## src/hw/rtl/dspm_pkg.sv

```systemverilog
// shared types and constants for the dot-star pattern matcher
package dspm_pkg;

  localparam int unsigned PAT_BYTES = 32;
  localparam int unsigned WORD_W    = 64;
  localparam int unsigned NUM_WORDS = 4;
  localparam int unsigned LEN_W     = 6;
  localparam int unsigned CFG_IDX_W = 3;

  localparam logic [7:0] CH_STAR = 8'h2A;
  localparam logic [7:0] CH_DOT  = 8'h2E;

  typedef enum logic [CFG_IDX_W-1:0] {
    CFG_PATTERN_WORD_0 = 3'd0,
    CFG_PATTERN_WORD_1 = 3'd1,
    CFG_PATTERN_WORD_2 = 3'd2,
    CFG_PATTERN_WORD_3 = 3'd3,
    CFG_PATTERN_LENGTH = 3'd4
  } cfg_idx_e;

  typedef enum logic [1:0] {
    ST_IDLE,
    ST_EMPTY,
    ST_APPLY,
    ST_DONE
  } state_e;

  typedef struct packed {
    logic [7:0] text_byte;
    logic       string_start;
    logic       empty_text;
    logic       last_byte;
  } in_word_t;

  typedef struct packed {
    logic whole_match;
    logic end_of_text;
  } out_word_t;

  // wave handed from one cell to the next
  typedef struct packed {
    logic token;
    logic old_bit;
    logic new_bit;
    logic new_bit2;
  } wave_t;

  typedef struct packed {
    logic       clear;
    logic       load_empty;
    logic [7:0] text_byte;
  } cell_ctrl_t;

endpackage

```

## src/hw/rtl/dspm_cell.sv

```systemverilog
// one match cell: holds one row bit and updates it when the wave passes
module dspm_cell
  import dspm_pkg::*;
(
  input  logic       clk_i,
  input  logic       rst_ni,
  input  cell_ctrl_t ctrl_i,
  input  logic [7:0] p_i,
  input  logic [7:0] q_i,
  input  logic       q_valid_i,
  input  logic       in_range_i,
  input  logic       not_last_i,
  input  wave_t      wave_i,
  output wave_t      wave_o,
  output logic       bit_o
);

  logic  bit_q, bit_d;
  logic  new_bit;
  logic  q_hit;
  wave_t wave_q, wave_d;

  assign q_hit = (q_i == ctrl_i.text_byte) || (q_i == CH_DOT);

  always_comb begin
    new_bit = 1'b0;
    if (!in_range_i) begin
      new_bit = 1'b0;
    end else if (ctrl_i.load_empty) begin
      new_bit = (p_i == CH_STAR) && q_valid_i && wave_i.new_bit2;
    end else if (p_i == CH_DOT) begin
      new_bit = wave_i.old_bit;
    end else if (p_i == CH_STAR) begin
      if (!q_valid_i) begin
        new_bit = 1'b0;
      end else if (q_hit) begin
        new_bit = bit_q | wave_i.new_bit2;
      end else begin
        new_bit = wave_i.new_bit2;
      end
    end else if (p_i == ctrl_i.text_byte) begin
      new_bit = wave_i.old_bit;
    end else begin
      new_bit = 1'b0;
    end
  end

  always_comb begin
    bit_d = bit_q;
    if (wave_i.token) begin
      bit_d = new_bit;
    end else if (ctrl_i.clear && !in_range_i) begin
      bit_d = 1'b0;
    end
  end

  always_comb begin
    wave_d.token    = wave_i.token && not_last_i;
    wave_d.old_bit  = bit_q;
    wave_d.new_bit  = new_bit;
    wave_d.new_bit2 = wave_i.new_bit;
  end

  always_ff @(posedge clk_i or negedge rst_ni) begin
    if (!rst_ni) begin
      bit_q  <= 1'b0;
      wave_q <= '0;
    end else begin
      bit_q  <= bit_d;
      wave_q <= wave_d;
    end
  end

  assign wave_o = wave_q;
  assign bit_o  = bit_q;

endmodule

```

## src/hw/rtl/dspm_chain.sv

```systemverilog
// row of match cells, one per pattern position
module dspm_chain
  import dspm_pkg::*;
#(
  parameter int unsigned PATTERN_MAX = 32,
  localparam int unsigned LW = $clog2(PATTERN_MAX + 1)
) (
  input  logic                     clk_i,
  input  logic                     rst_ni,
  input  cell_ctrl_t               ctrl_i,
  input  logic [PAT_BYTES*8-1:0]   pattern_i,
  input  logic [LW-1:0]            m_i,
  input  wave_t                    head_i,
  output logic [PATTERN_MAX:1]     row_o,
  output logic [PATTERN_MAX:0]     tokens_o
);

  wave_t wave [PATTERN_MAX+1];

  assign wave[0] = head_i;

  for (genvar g = 0; g < PATTERN_MAX; g++) begin : g_cell
    logic [7:0] p;
    logic [7:0] q;
    logic       q_valid;

    if (g < PAT_BYTES) begin : g_p
      assign p = pattern_i[8*g +: 8];
    end else begin : g_p_zero
      assign p = 8'h00;
    end

    if (g == 0) begin : g_q_none
      assign q       = 8'h00;
      assign q_valid = 1'b0;
    end else if (g - 1 < PAT_BYTES) begin : g_q
      assign q       = pattern_i[8*(g-1) +: 8];
      assign q_valid = 1'b1;
    end else begin : g_q_zero
      assign q       = 8'h00;
      assign q_valid = 1'b1;
    end

    dspm_cell u_cell (
      .clk_i      (clk_i),
      .rst_ni     (rst_ni),
      .ctrl_i     (ctrl_i),
      .p_i        (p),
      .q_i        (q),
      .q_valid_i  (q_valid),
      .in_range_i (m_i >= LW'(g + 1)),
      .not_last_i (m_i > LW'(g + 1)),
      .wave_i     (wave[g]),
      .wave_o     (wave[g+1]),
      .bit_o      (row_o[g+1])
    );
  end

  for (genvar t = 0; t <= PATTERN_MAX; t++) begin : g_tok
    assign tokens_o[t] = wave[t].token;
  end

endmodule

```

## src/hw/rtl/dot_star_pattern_matcher.sv

```systemverilog
// top level of the streaming dot-star pattern matcher
//
//  channel  | direction | handshake              | word
//  ---------+-----------+------------------------+----------------------------
//  in       | input     | in_valid_i / in_stall_o   | in_word_i (in_word_t)
//  out      | output    | out_valid_o / out_stall_i | out_word_o (out_word_t)
//  cfg      | input     | cfg_valid_i / cfg_ready_o | cfg_index_i, cfg_data_i
//
// a wave runs down the cell row one cell per cycle, across the first m cells,
// with m the effective pattern length
// a plain byte takes one pass, a start byte two passes, an empty-text item one
// pass; the word is taken in the idle state and the result loaded in the done state
// reset clears the row, the pattern registers and the length
// a finished result waits in the output register while the next word is taken
module dot_star_pattern_matcher
  import dspm_pkg::*;
#(
  parameter int unsigned PATTERN_MAX = 32
) (
  input  logic                 clk_i,
  input  logic                 rst_ni,
  input  logic                 in_valid_i,
  output logic                 in_stall_o,
  input  in_word_t             in_word_i,
  output logic                 out_valid_o,
  input  logic                 out_stall_i,
  output out_word_t            out_word_o,
  input  logic                 cfg_valid_i,
  output logic                 cfg_ready_o,
  input  logic [CFG_IDX_W-1:0] cfg_index_i,
  input  logic [WORD_W-1:0]    cfg_data_i
);

  localparam int unsigned LW = $clog2(PATTERN_MAX + 1);
  localparam int unsigned CW = (LW > LEN_W) ? LW : LEN_W;

  logic [NUM_WORDS-1:0][WORD_W-1:0] pat_q;
  logic [LEN_W-1:0]                 len_q;
  logic [LW-1:0]                    m;

  state_e            state_q, state_d;
  logic [LW-1:0]     cnt_q, cnt_d;
  logic              row0_q, row0_d;
  logic [7:0]        text_q;
  logic              empty_q;
  logic              last_q;
  logic              out_valid_q;
  out_word_t         out_word_q;

  logic              accept;
  logic              pass_last;
  logic              out_free;
  logic              go;
  logic              load_empty;
  logic              out_load;
  cell_ctrl_t        ctrl;
  wave_t             head;
  logic [PATTERN_MAX:1] row_cells;
  logic [PATTERN_MAX:0] row;
  logic [PATTERN_MAX:0] tokens;

  // configuration
  assign cfg_ready_o = 1'b1;

  always_ff @(posedge clk_i or negedge rst_ni) begin
    if (!rst_ni) begin
      pat_q <= '0;
      len_q <= '0;
    end else if (cfg_valid_i && cfg_ready_o) begin
      case (cfg_idx_e'(cfg_index_i))
        CFG_PATTERN_WORD_0: pat_q[0] <= cfg_data_i;
        CFG_PATTERN_WORD_1: pat_q[1] <= cfg_data_i;
        CFG_PATTERN_WORD_2: pat_q[2] <= cfg_data_i;
        CFG_PATTERN_WORD_3: pat_q[3] <= cfg_data_i;
        CFG_PATTERN_LENGTH: len_q    <= cfg_data_i[LEN_W-1:0];
        default: ;
      endcase
    end
  end

  // effective length, saturated to the cell count
  assign m = (CW'(len_q) > CW'(PATTERN_MAX)) ? LW'(PATTERN_MAX) : LW'(len_q);

  assign accept    = in_valid_i && !in_stall_o;
  assign pass_last = (LW'(1) + cnt_q >= m) || (m == '0);
  assign out_free  = !out_valid_q || !out_stall_i;

  // next state
  always_comb begin
    state_d = state_q;
    case (state_q)
      ST_IDLE: begin
        if (accept) begin
          if (in_word_i.empty_text || in_word_i.string_start) begin
            state_d = ST_EMPTY;
          end else begin
            state_d = ST_APPLY;
          end
        end
      end
      ST_EMPTY: begin
        if (pass_last) begin
          state_d = empty_q ? ST_DONE : ST_APPLY;
        end
      end
      ST_APPLY: begin
        if (pass_last) begin
          state_d = ST_DONE;
        end
      end
      ST_DONE: begin
        if (out_free) begin
          state_d = ST_IDLE;
        end
      end
      default: state_d = ST_IDLE;
    endcase
  end

  // state outputs
  always_comb begin
    in_stall_o = 1'b1;
    go         = 1'b0;
    load_empty = 1'b0;
    out_load   = 1'b0;
    cnt_d      = '0;
    case (state_q)
      ST_IDLE: begin
        in_stall_o = 1'b0;
      end
      ST_EMPTY: begin
        go         = (cnt_q == '0);
        load_empty = 1'b1;
        cnt_d      = pass_last ? '0 : cnt_q + LW'(1);
      end
      ST_APPLY: begin
        go    = (cnt_q == '0);
        cnt_d = pass_last ? '0 : cnt_q + LW'(1);
      end
      ST_DONE: begin
        out_load = out_free;
      end
      default: ;
    endcase
  end

  always_comb begin
    row0_d = row0_q;
    if (go) begin
      row0_d = load_empty;
    end
  end

  always_ff @(posedge clk_i or negedge rst_ni) begin
    if (!rst_ni) begin
      state_q     <= ST_IDLE;
      cnt_q       <= '0;
      row0_q      <= 1'b0;
      out_valid_q <= 1'b0;
    end else begin
      state_q <= state_d;
      cnt_q   <= cnt_d;
      row0_q  <= row0_d;
      if (out_load) begin
        out_valid_q <= 1'b1;
      end else if (!out_stall_i) begin
        out_valid_q <= 1'b0;
      end
    end
  end

  always_ff @(posedge clk_i) begin
    if (accept) begin
      text_q  <= in_word_i.text_byte;
      empty_q <= in_word_i.empty_text;
      last_q  <= in_word_i.last_byte;
    end
    if (out_load) begin
      out_word_q.whole_match <= row[m];
      out_word_q.end_of_text <= last_q;
    end
  end

  // cell row
  assign ctrl.clear      = go;
  assign ctrl.load_empty = load_empty;
  assign ctrl.text_byte  = text_q;

  assign head.token    = go;
  assign head.old_bit  = row0_q;
  assign head.new_bit  = load_empty;
  assign head.new_bit2 = 1'b0;

  dspm_chain #(
    .PATTERN_MAX (PATTERN_MAX)
  ) u_chain (
    .clk_i     (clk_i),
    .rst_ni    (rst_ni),
    .ctrl_i    (ctrl),
    .pattern_i (pat_q),
    .m_i       (m),
    .head_i    (head),
    .row_o     (row_cells),
    .tokens_o  (tokens)
  );

  assign row = {row_cells, row0_q};

  assign out_valid_o = out_valid_q;
  assign out_word_o  = out_word_q;

  // checks
  a_accept_starts_work: assert property (@(posedge clk_i) disable iff (!rst_ni)
    accept |=> (state_q == ST_EMPTY || state_q == ST_APPLY))
    else $error("accepted word did not start a pass");

  a_single_wave: assert property (@(posedge clk_i) disable iff (!rst_ni)
    $onehot0(tokens))
    else $error("more than one wave in the cell row");

  a_result_from_done: assert property (@(posedge clk_i) disable iff (!rst_ni)
    $rose(out_valid_o) |-> $past(state_q == ST_DONE))
    else $error("result raised outside the done state");

  a_idle_no_wave: assert property (@(posedge clk_i) disable iff (!rst_ni)
    (state_q == ST_DONE) |-> (tokens == '0))
    else $error("wave still running when the result is taken");

endmodule
```

## config.mk

```make
export PLATFORM = sky130hd
export DESIGN_NAME = dot_star_pattern_matcher
export DESIGN_NICKNAME = d
export VERILOG_FILES = /design/src/hw/rtl/dspm_pkg.sv /design/src/hw/rtl/dspm_cell.sv /design/src/hw/rtl/dspm_chain.sv /design/src/hw/rtl/dot_star_pattern_matcher.sv
export SDC_FILE = /design/constraint.sdc
export NUM_CORES = 1
export LEC_CHECK = 0
export CAP_MARGIN = 0
export CORE_MARGIN = 8
export CORE_UTILIZATION = 60
export DETAILED_ROUTE_END_ITERATION = 8
export DONT_BUFFER_PORTS = 1
export GPL_ROUTABILITY_DRIVEN = 0
export PLACE_DENSITY_LB_ADDON = 0.25
export SLEW_MARGIN = 20
export SYNTH_ARGS = -nofsm -noshare
export SYNTH_HDL_FRONTEND = slang
export SYNTH_HIERARCHICAL = 1
export SYNTH_SLANG_ARGS = --single-unit
```

## constraint.sdc

```tcl
create_clock -name clk_i -period 5.65 [get_ports clk_i]
set_clock_uncertainty 0.15 [all_clocks]
set_input_delay 0.565 -clock clk_i [delete_from_list [all_inputs] [get_ports clk_i]]
set_output_delay 0.565 -clock clk_i [all_outputs]
set_load 0.01 [all_outputs]
```

==> flow_summary.ini, run 1 <==
[status]
run_status = complete, but fails checks
failed_checks = hold timing, slew limit

[pwr]
power.net_switching_mw = 4.12
netSwitchingFraction = 0.354
power.total_mw = 11.6
maximum_vdd_ir_drop_mv = 0.300
power_leakage_nw = 11.6
part_of_the_power_in_registers = 0.395
combPwrFrac = 0.319
pwr_density_cell_nw_per_um2 = 387
internal_power_mw = 7.50
share_clk_of_total_power = 0.286

[detailed_routing]
drt_iter0_drc = 1614
detail_route.vias_per_cell = 6.22
firstDrtPassIters = 6
drc_errors = 0
totalWireLength_microns = 73200
postRouteAntennaNets = 0
detailroute.via_count = 19907
route.detailed.wl_per_inst_microns = 22.8

[timing]
maxClockFrequency_mhz = 294
min_period_ps = 3400
timing.final.setup_violations = 0
maxSlewHeadroom = -0.202
timing.final.hold_violations = 427
timing.final.max_slew_violations = 308
unrepaired_setup_endpoints_after_global_routing = false
postLayoutSetupSlackWorst_ps = 2250
fin_worst_hold_slack_ps = -432
slew_at_the_pin_with_the_worst_max_slew_slack_ps = 1800
totalNegativeSetupSlack_ps = 0
post-route-period-util = 0.602

[place]
dp_slack_ps = 2410
numPortBuffers = 0
placed_instance_area_sq_um = 27500
half_perimeter_wire_length_of_the_detailed_placement_result_microns = 48100
post-place-cells = 3036

[critical_path]
criticalPathCategory = reg2reg
worst_r2r_path_depth = 8
regToRegStartpoint = len_q[5]
path_cells = inv_1 -> nand2_1 -> inv_1 -> nor3_1 -> nand2_1 -> nand2b_1 -> nand3_1 -> o31ai_2
worst-path-stages = 8
setup.reg_to_reg.worst_slack_ps = 2250
timing.critical_path.buf_inv = 2
crit_fanout = 39
critical_path.endpoint_type = register
largest_delay_contributor_family_on_the_critical_path = simple AND/OR/NAND/NOR gates
slowest_stage = dfrtp_1
worstPathArrival_ps = 3720
cp-start-kind = register
reg2reg_to = u_chain/g_cell[5].u_cell/bit_o
cp_data_required_time_ps = 5960
cpPeakStageDelay_ps = 1080

[floorplanning]
start_util = 0.601
die_area_sq_um = 50900
coreArea_sq_um = 43800
floorplan.die.width_microns = 226
floorplan.rows = 77
pin_count = 88
die_height_microns = 226

[clocking]
max-clock-path-buffers = 3
cts-buffers-inserted = 49
clk_transition_reported_paths_ps = 70
cts.hold.buffers_added = 75
tritoncts = yes
post_cts_buffers = 0
worstSkewPairLatency_ps = 600
post_cts_resize_count = 0
cts.sinks = 439
cts-root-buf = clkbuf_16
htree_num_levels = 2

[cells_and_area]
layout.core_utilization = 0.684
area_growth_pct = 13.7
finish.instance_area_sq_um = 30000
final_layout_size_suffix_gt1_frac = 0.183
most-common-layout-cells = 514 x xnor2_1, 427 x dfrtp_1, 263 x mux2_2
layout_commonest_cell = xnor2_1
layout.cells.non_filler = 3202
finalNetCount = 2667

[global_routing]
grt_util_all_layers = 0.287
first_pass_grt_wire_length_microns = 115000
antenna_found_initial = 2
globalRoute.totalOverflow = 0
grt_pass1_vias = 20108
grt_max_degree = 428

[logic_synthesis]
cell_count_after_synthesis = 2355
post_synth_instance_area_sq_um = 26400
yosys_warnings = 6
synthesis.area_per_instance_sq_um = 11.2

[min_path]
worst_min_delay_path_class = in2async

[flow_run]
cap_violations = 0
## area by class of cell
class,count,area [sq um]
Tap cell,592,741
Clock buffer,62,1370
Inverter,56,210
Timing Repair Buffer,98,986
Antenna cell,1,2.50
Clock inverter,27,304
Sequential cell,439,11000
Fill cell,3227,13900
Multi-Input combinational cell,1927,15300
## per-layer routing
metal,share of wire,wire length (microns),track usage,vias to the layer above
li1,-,-,-,8891
met5,0.00016,12,0,-
met1,0.42,30900,0.377,10094
met3,0.057,4180,0.0434,199
met4,0.036,2620,0.112,2
met2,0.48,35400,0.476,721
## worst max path at each step
stage               from                             end  slack [ps]
2_1_floorplan  text_q[0]  u_chain/g_cell[0].u_cell/bit_o        2360
3_3_place_gp    len_q[5]                      state_q[0]        2560
3_5_place_dp    len_q[5]  u_chain/g_cell[5].u_cell/bit_o        2410
4_1_cts         len_q[5]  u_chain/g_cell[5].u_cell/bit_o        2360
5_1_grt         len_q[5]  u_chain/g_cell[4].u_cell/bit_o        2010
6_report        len_q[5]  u_chain/g_cell[5].u_cell/bit_o        2250
## flip-flops by register name, summed over array words and instances, names as in the netlist
register / cells
state_q: 2
row0_q: 1
out_word_o: 2
text_q: 8
empty_q: 1
out_valid_o: 1
pat_q: 256
u_chain/g_cell.u_cell/wave_o: 123
last_q: 1
cnt_q: 6
len_q: 6
u_chain/g_cell.u_cell/bit_o: 32
## power by group through the flow
| stage | sequential [mW] | combinational (mW) | clock [mW] |
|---|---|---|---|
| after floorplan | 4.55 | 2.77 | 0 |
| after global placement | 4.58 | 3.43 | 0 |
| after detailed placement | 4.62 | 3.56 | 0 |
| after CTS | 4.57 | 3.68 | 3.37 |
| after global routing | 4.67 | 4.00 | 3.50 |
| final | 4.58 | 3.71 | 3.32 |
No activity file was read; power rests on OpenSTA's default activity.
==> run 2, diff against run 1 <==
==> constraint.sdc (replaced) <==
create_clock -name clk_i -period 3.4 [get_ports clk_i]
set_clock_uncertainty 0.15 [all_clocks]
set_input_delay 0.34 -clock clk_i [delete_from_list [all_inputs] [get_ports clk_i]]
set_output_delay 0.34 -clock clk_i [all_outputs]
set_load 0.01 [all_outputs]
==> flow_summary.ini, run 2 (same netlist as run 1, synthesis figures left out) <==
[status]
run_status = complete, but fails checks
failed_checks = hold timing, slew limit

[global_routing]
grt_use_met2 = 0.481
groute.layer.met1.usage = 0.378
grt_busiest_layer = met2
globalRoute.totalOverflow = 0
antenna_found_initial = 3
grt_max_degree = 428
grt_util_all_layers = 0.287
grt.met3_usage = 0.0373
grt_pass1_vias = 20504
first_pass_grt_wire_length_microns = 115000

[floorplanning]
floorplan.rows = 77
pin_count = 88
die_height_microns = 226
coreArea_sq_um = 43800
start_util = 0.601
die_area_sq_um = 50900
floorplan.die.width_microns = 226

[clocking]
cts-root-buf = clkbuf_16
cts.hold.buffers_added = 78
htree_num_levels = 2
cts.sinks = 439
tritoncts = yes
max-clock-path-buffers = 3
post_cts_resize_count = 0
clk_transition_reported_paths_ps = 70
cts-buffers-inserted = 48
worstSkewPairLatency_ps = 590
post_cts_buffers = 0

[detailed_routing]
drt_iter0_drc = 1685
route.detailed.wl_per_inst_microns = 22.7
firstDrtPassIters = 5
postRouteAntennaNets = 0
totalWireLength_microns = 73200
detailroute.via_count = 20035
detail_route.vias_per_cell = 6.22
drc_errors = 0

[place]
numPortBuffers = 0
placed_instance_area_sq_um = 27800
half_perimeter_wire_length_of_the_detailed_placement_result_microns = 48300

[timing]
slew_at_the_pin_with_the_worst_max_slew_slack_ps = 1990
post-route-period-util = 0.756
fin_worst_hold_slack_ps = -693
maxSlewHeadroom = -0.327
timing.final.setup_violations = 0
unrepaired_setup_endpoints_after_global_routing = false
maxClockFrequency_mhz = 389
timing.final.max_slew_violations = 278
totalNegativeSetupSlack_ps = 0
min_period_ps = 2570
timing.final.hold_violations = 427

[cells_and_area]
final_layout_size_suffix_gt1_frac = 0.187
finalNetCount = 2686
layout_commonest_cell = xnor2_1
finish.instance_area_sq_um = 30300
largest_register_ffs = 256
area_growth_pct = 14.9
most-common-layout-cells = 514 x xnor2_1, 427 x dfrtp_1, 263 x mux2_2
regMostFlops = pat_q

[critical_path]
critical_path.endpoint_type = register
cpPeakStageDelay_ps = 520
crit_fanout = 13
setup.reg_to_reg.worst_slack_ps = 830
worstPathArrival_ps = 2890
path_cells = nand2b_4 -> inv_1 -> ha_1 -> o21ai_0 -> a21o_1 -> a31oi_1 -> mux2_2
cp_data_required_time_ps = 3710
slowest_stage = dfrtp_1
criticalPathCategory = reg2reg
cp-start-kind = register

[pwr]
power_leakage_nw = 11.8
maximum_vdd_ir_drop_mv = 0.477
pwr_density_cell_nw_per_um2 = 645

[flow_run]
cap_violations = 0

[min_path]
worst_min_delay_path_class = in2async
==> run 2: cell count changes in the layout (fill, tap and decap cells not counted), sizes merged <==
cell         delta
diode           +1
clkinvlp        -2
buf            +17
clkinv          -8
clkbuf          +9
dlygate4sd3     +3
==> run 2: stage by stage <==
step | utilization | power (mW) | std cells | worst slack [ps]
detailed placement | 0.635 | 13.8 | 3054 | 896
global placement | 0.635 | 13.5 | 3054 | 947
CTS | 0.691 | 19.5 | 3220 | 866
floorplan | - | 12.2 | 2466 | 108
global route | 0.691 | 20.4 | 3221 | 733
finish | 0.691 | 19.5 | 3222 | 829
==> run 2: layout make-up <==
cell class / count / area [sq um]
Multi-Input combinational cell: 1927 / 15300
Tap cell: 592 / 741
Fill cell: 3172 / 13500
Sequential cell: 439 / 11000
Clock inverter: 17 / 248
Timing Repair Buffer: 118 / 1280
Clock buffer: 71 / 1440
Inverter: 56 / 210
Antenna cell: 2 / 5.00
==> run 2: critical path: cells and delay by family (launching register included) <==
kind	cells	cell delay [ps]
AOI/OAI and AO/OA	3	550
DFF	1	520
muxes	1	370
adders and majority gates	1	350
and+or+nand+nor	1	260
buffers and inverters	1	230
==> run 2: final timing paths <==
kind                                                         start                                 end  cells past startpoint
worst max register to register                            len_q[5]                          state_q[0]                      7
max in group asynchronous                                   rst_ni                          pat_q[236]                      0
worst min-delay path                                        rst_ni                          pat_q[228]                      0
worst max-delay path                                      len_q[5]                          state_q[0]                      7
worst min register to register  u_chain/g_cell[3].u_cell/wave_o[1]  u_chain/g_cell[4].u_cell/wave_o[0]                      0
min in group clk_i                                  cfg_index_i[1]                            len_q[5]                      4
==> run 2: routing by layer <==
layer | part of all wire | routed length [microns]
met1 | 0.42 | 30600
met2 | 0.49 | 35700
met3 | 0.060 | 4390
met4 | 0.034 | 2480
met5 | 0 | 0
==> run 2: where the power goes <==
part	total, mW	internal (mW)	switching [mW]
Combinational	6.32	3.23	3.09
Clock	5.59	3.38	2.21
Sequential	7.62	6.05	1.57
Total	19.5	12.7	6.86
==> run 3, diff against run 2 <==
--- a/config.mk
+++ b/config.mk
@@ -5,9 +5,10 @@
 export SDC_FILE = /design/constraint.sdc
 export NUM_CORES = 1
 export LEC_CHECK = 0
+export ABC_AREA = 1
 export CAP_MARGIN = 0
 export CORE_MARGIN = 8
-export CORE_UTILIZATION = 60
+export CORE_UTILIZATION = 59
 export DETAILED_ROUTE_END_ITERATION = 8
 export DONT_BUFFER_PORTS = 1
 export GPL_ROUTABILITY_DRIVEN = 0
==> constraint.sdc (replaced) <==
create_clock -name clk_i -period 2.3 [get_ports clk_i]
set_clock_uncertainty 0.15 [all_clocks]
set_input_delay 0.23 -clock clk_i [delete_from_list [all_inputs] [get_ports clk_i]]
set_output_delay 0.23 -clock clk_i [all_outputs]
set_load 0.01 [all_outputs]
==> flow_summary.ini, run 3 <==
[clocking]
htree_num_levels = 2
tritoncts = yes
cts.sinks = 439
cts-root-buf = clkbuf_16
worstSkewPairLatency_ps = 600
cts.hold.buffers_added = 82
cts-buffers-inserted = 51
max-clock-path-buffers = 3
clk_transition_reported_paths_ps = 60

[detailed_routing]
firstDrtPassIters = 5
detail_route.vias_per_cell = 5.18
drc_errors = 0
postRouteAntennaNets = 0
totalWireLength_microns = 83500
detailroute.via_count = 27450
route.detailed.wl_per_inst_microns = 15.8
drt_iter0_drc = 2454

[critical_path]
criticalPathCategory = reg2reg
path_cells = nand3_2 -> nand3b_1 -> xnor2_2 -> ha_1 -> nand2_1 -> nor2_1 -> o21ai_1 -> inv_1 -> nor2_4 -> nand3_4 -> nor3b_1
slowest_stage = dfrtp_1
crit_fanout = 6
cpPeakStageDelay_ps = 400
largest_delay_contributor_family_on_the_critical_path = simple AND/OR/NAND/NOR gates
cp-start-kind = register
cp_data_required_time_ps = 2640
setup.reg_to_reg.worst_slack_ps = -80
regToRegStartpoint = cnt_q[0]
timing.critical_path.buf_inv = 1
worst_r2r_path_depth = 11
critical_path.endpoint_type = register
worstPathArrival_ps = 2710
reg2reg_to = cnt_q[4]

[logic_synthesis]
cell_count_after_synthesis = 4370
synthesis.area_per_instance_sq_um = 6.75
post_synth_instance_area_sq_um = 29500
yosys_warnings = 6

[global_routing]
grt_util_all_layers = 0.291
grt_pass1_vias = 25954
antenna_found_initial = 0
grt_max_degree = 428
globalRoute.totalOverflow = 0
first_pass_grt_wire_length_microns = 135000

[floorplanning]
start_util = 0.593
floorplan.die.width_microns = 240
die_area_sq_um = 57400
die_height_microns = 240
coreArea_sq_um = 49800
pin_count = 88
floorplan.rows = 82

[cells_and_area]
regMostFlops = pat_q
fillers = 4251
diodes = 0
most-common-layout-cells = 1536 x nand2_1, 771 x inv_1, 427 x dfrtp_1
finalNetCount = 4680
layout_commonest_cell = nand2_1
area_growth_pct = 14.8
final_layout_size_suffix_gt1_frac = 0.0878
finish.instance_area_sq_um = 33900
largest_register_ffs = 256

[timing]
post-route-period-util = 1.03
fin_worst_hold_slack_ps = -800
timing.final.max_slew_violations = 205
maxSlewHeadroom = -0.131
timing.final.hold_violations = 427
timing.final.setup_violations = 2
unrepaired_setup_endpoints_after_global_routing = true
maxClockFrequency_mhz = 421
slew_at_the_pin_with_the_worst_max_slew_slack_ps = 1700
postLayoutSetupSlackWorst_ps = -75.4
min_period_ps = 2380

[status]
run_status = complete, but fails checks
failed_checks = hold timing, slew limit, setup timing

[place]
placed_instance_area_sq_um = 31300
dp_slack_ps = -137
numPortBuffers = 0
half_perimeter_wire_length_of_the_detailed_placement_result_microns = 57100

[min_path]
worst_min_delay_path_class = in2async

[pwr]
maximum_vdd_ir_drop_mv = 0.620
pwr_density_cell_nw_per_um2 = 882
power.total_mw = 29.9
power_leakage_nw = 17.9

[flow_run]
cap_violations = 0
[run 3: layout make-up]
class,instances,area (sq um),area share
Multi-Input combinational cell,3166,15700,0.463
Sequential cell,439,11000,0.326
Clock buffer,71,1480,0.0438
Timing Repair Buffer,148,1690,0.0499
Tap cell,672,841,0.0248
Clock inverter,22,220,0.00650
Inverter,778,2920,0.0863
[run 3: how the worst max path moves through the flow]
stage,cells past startpoint,start,slack (ps),to
final,11,cnt_q[0],-80,cnt_q[4]
after global placement,11,cnt_q[0],40,cnt_q[5]
after CTS,11,cnt_q[0],-20,cnt_q[5]
after global routing,11,cnt_q[0],-170,cnt_q[4]
after floorplan,12,text_q[3],-910,u_chain/g_cell[0].u_cell/bit_o
after detailed placement,11,cnt_q[0],-140,cnt_q[5]
[run 3: power breakdown]
group | switching, mW | internal (mW)
Clock | 3.41 | 4.85
Combinational | 6.34 | 4.17
Sequential | 1.96 | 9.15
Total | 11.7 | 18.2
[run 3: stage by stage]
step                       util  TNS, ps  std cells
after floorplan               -   -53180       4448
after global placement    0.628        0       5116
after detailed placement  0.628     -475       5116
after CTS                 0.679    -20.6       5291
after global routing      0.681     -989       5296
final                     0.681    -81.8       5296
[run 3: worst reg2reg max path: stages (launching register included)]
cell      delay (ps)
dfrtp_1          400
nand3_2          100
nand3b_1         230
xnor2_2          190
ha_1             330
nand2_1           90
nor2_1            50
o21ai_1           60
inv_1             80
nor2_4           170
nand3_4          150
nor3b_1          260
[run 3: timing repair]
action                                  in CTS  in global routing
buffers inserted                             0                  5
endpoints found under the setup margin       8                 12
resized for setup                            2                 11
endpoints found under the hold margin      714                427
pin swaps                                    0                  9
[run 3: layer usage]
| layer | global-route usage | part of all wire | vias to the layer above | wire length [microns] |
|---|---|---|---|---|
| met5 | 0 | 0 | - | 0 |
| met2 | 0.483 | 0.47 | 911 | 38900 |
| met3 | 0.0433 | 0.069 | 219 | 5780 |
| met1 | 0.378 | 0.42 | 12661 | 35400 |
| met4 | 0.124 | 0.040 | 0 | 3350 |
| li1 | - | - | 13659 | - |
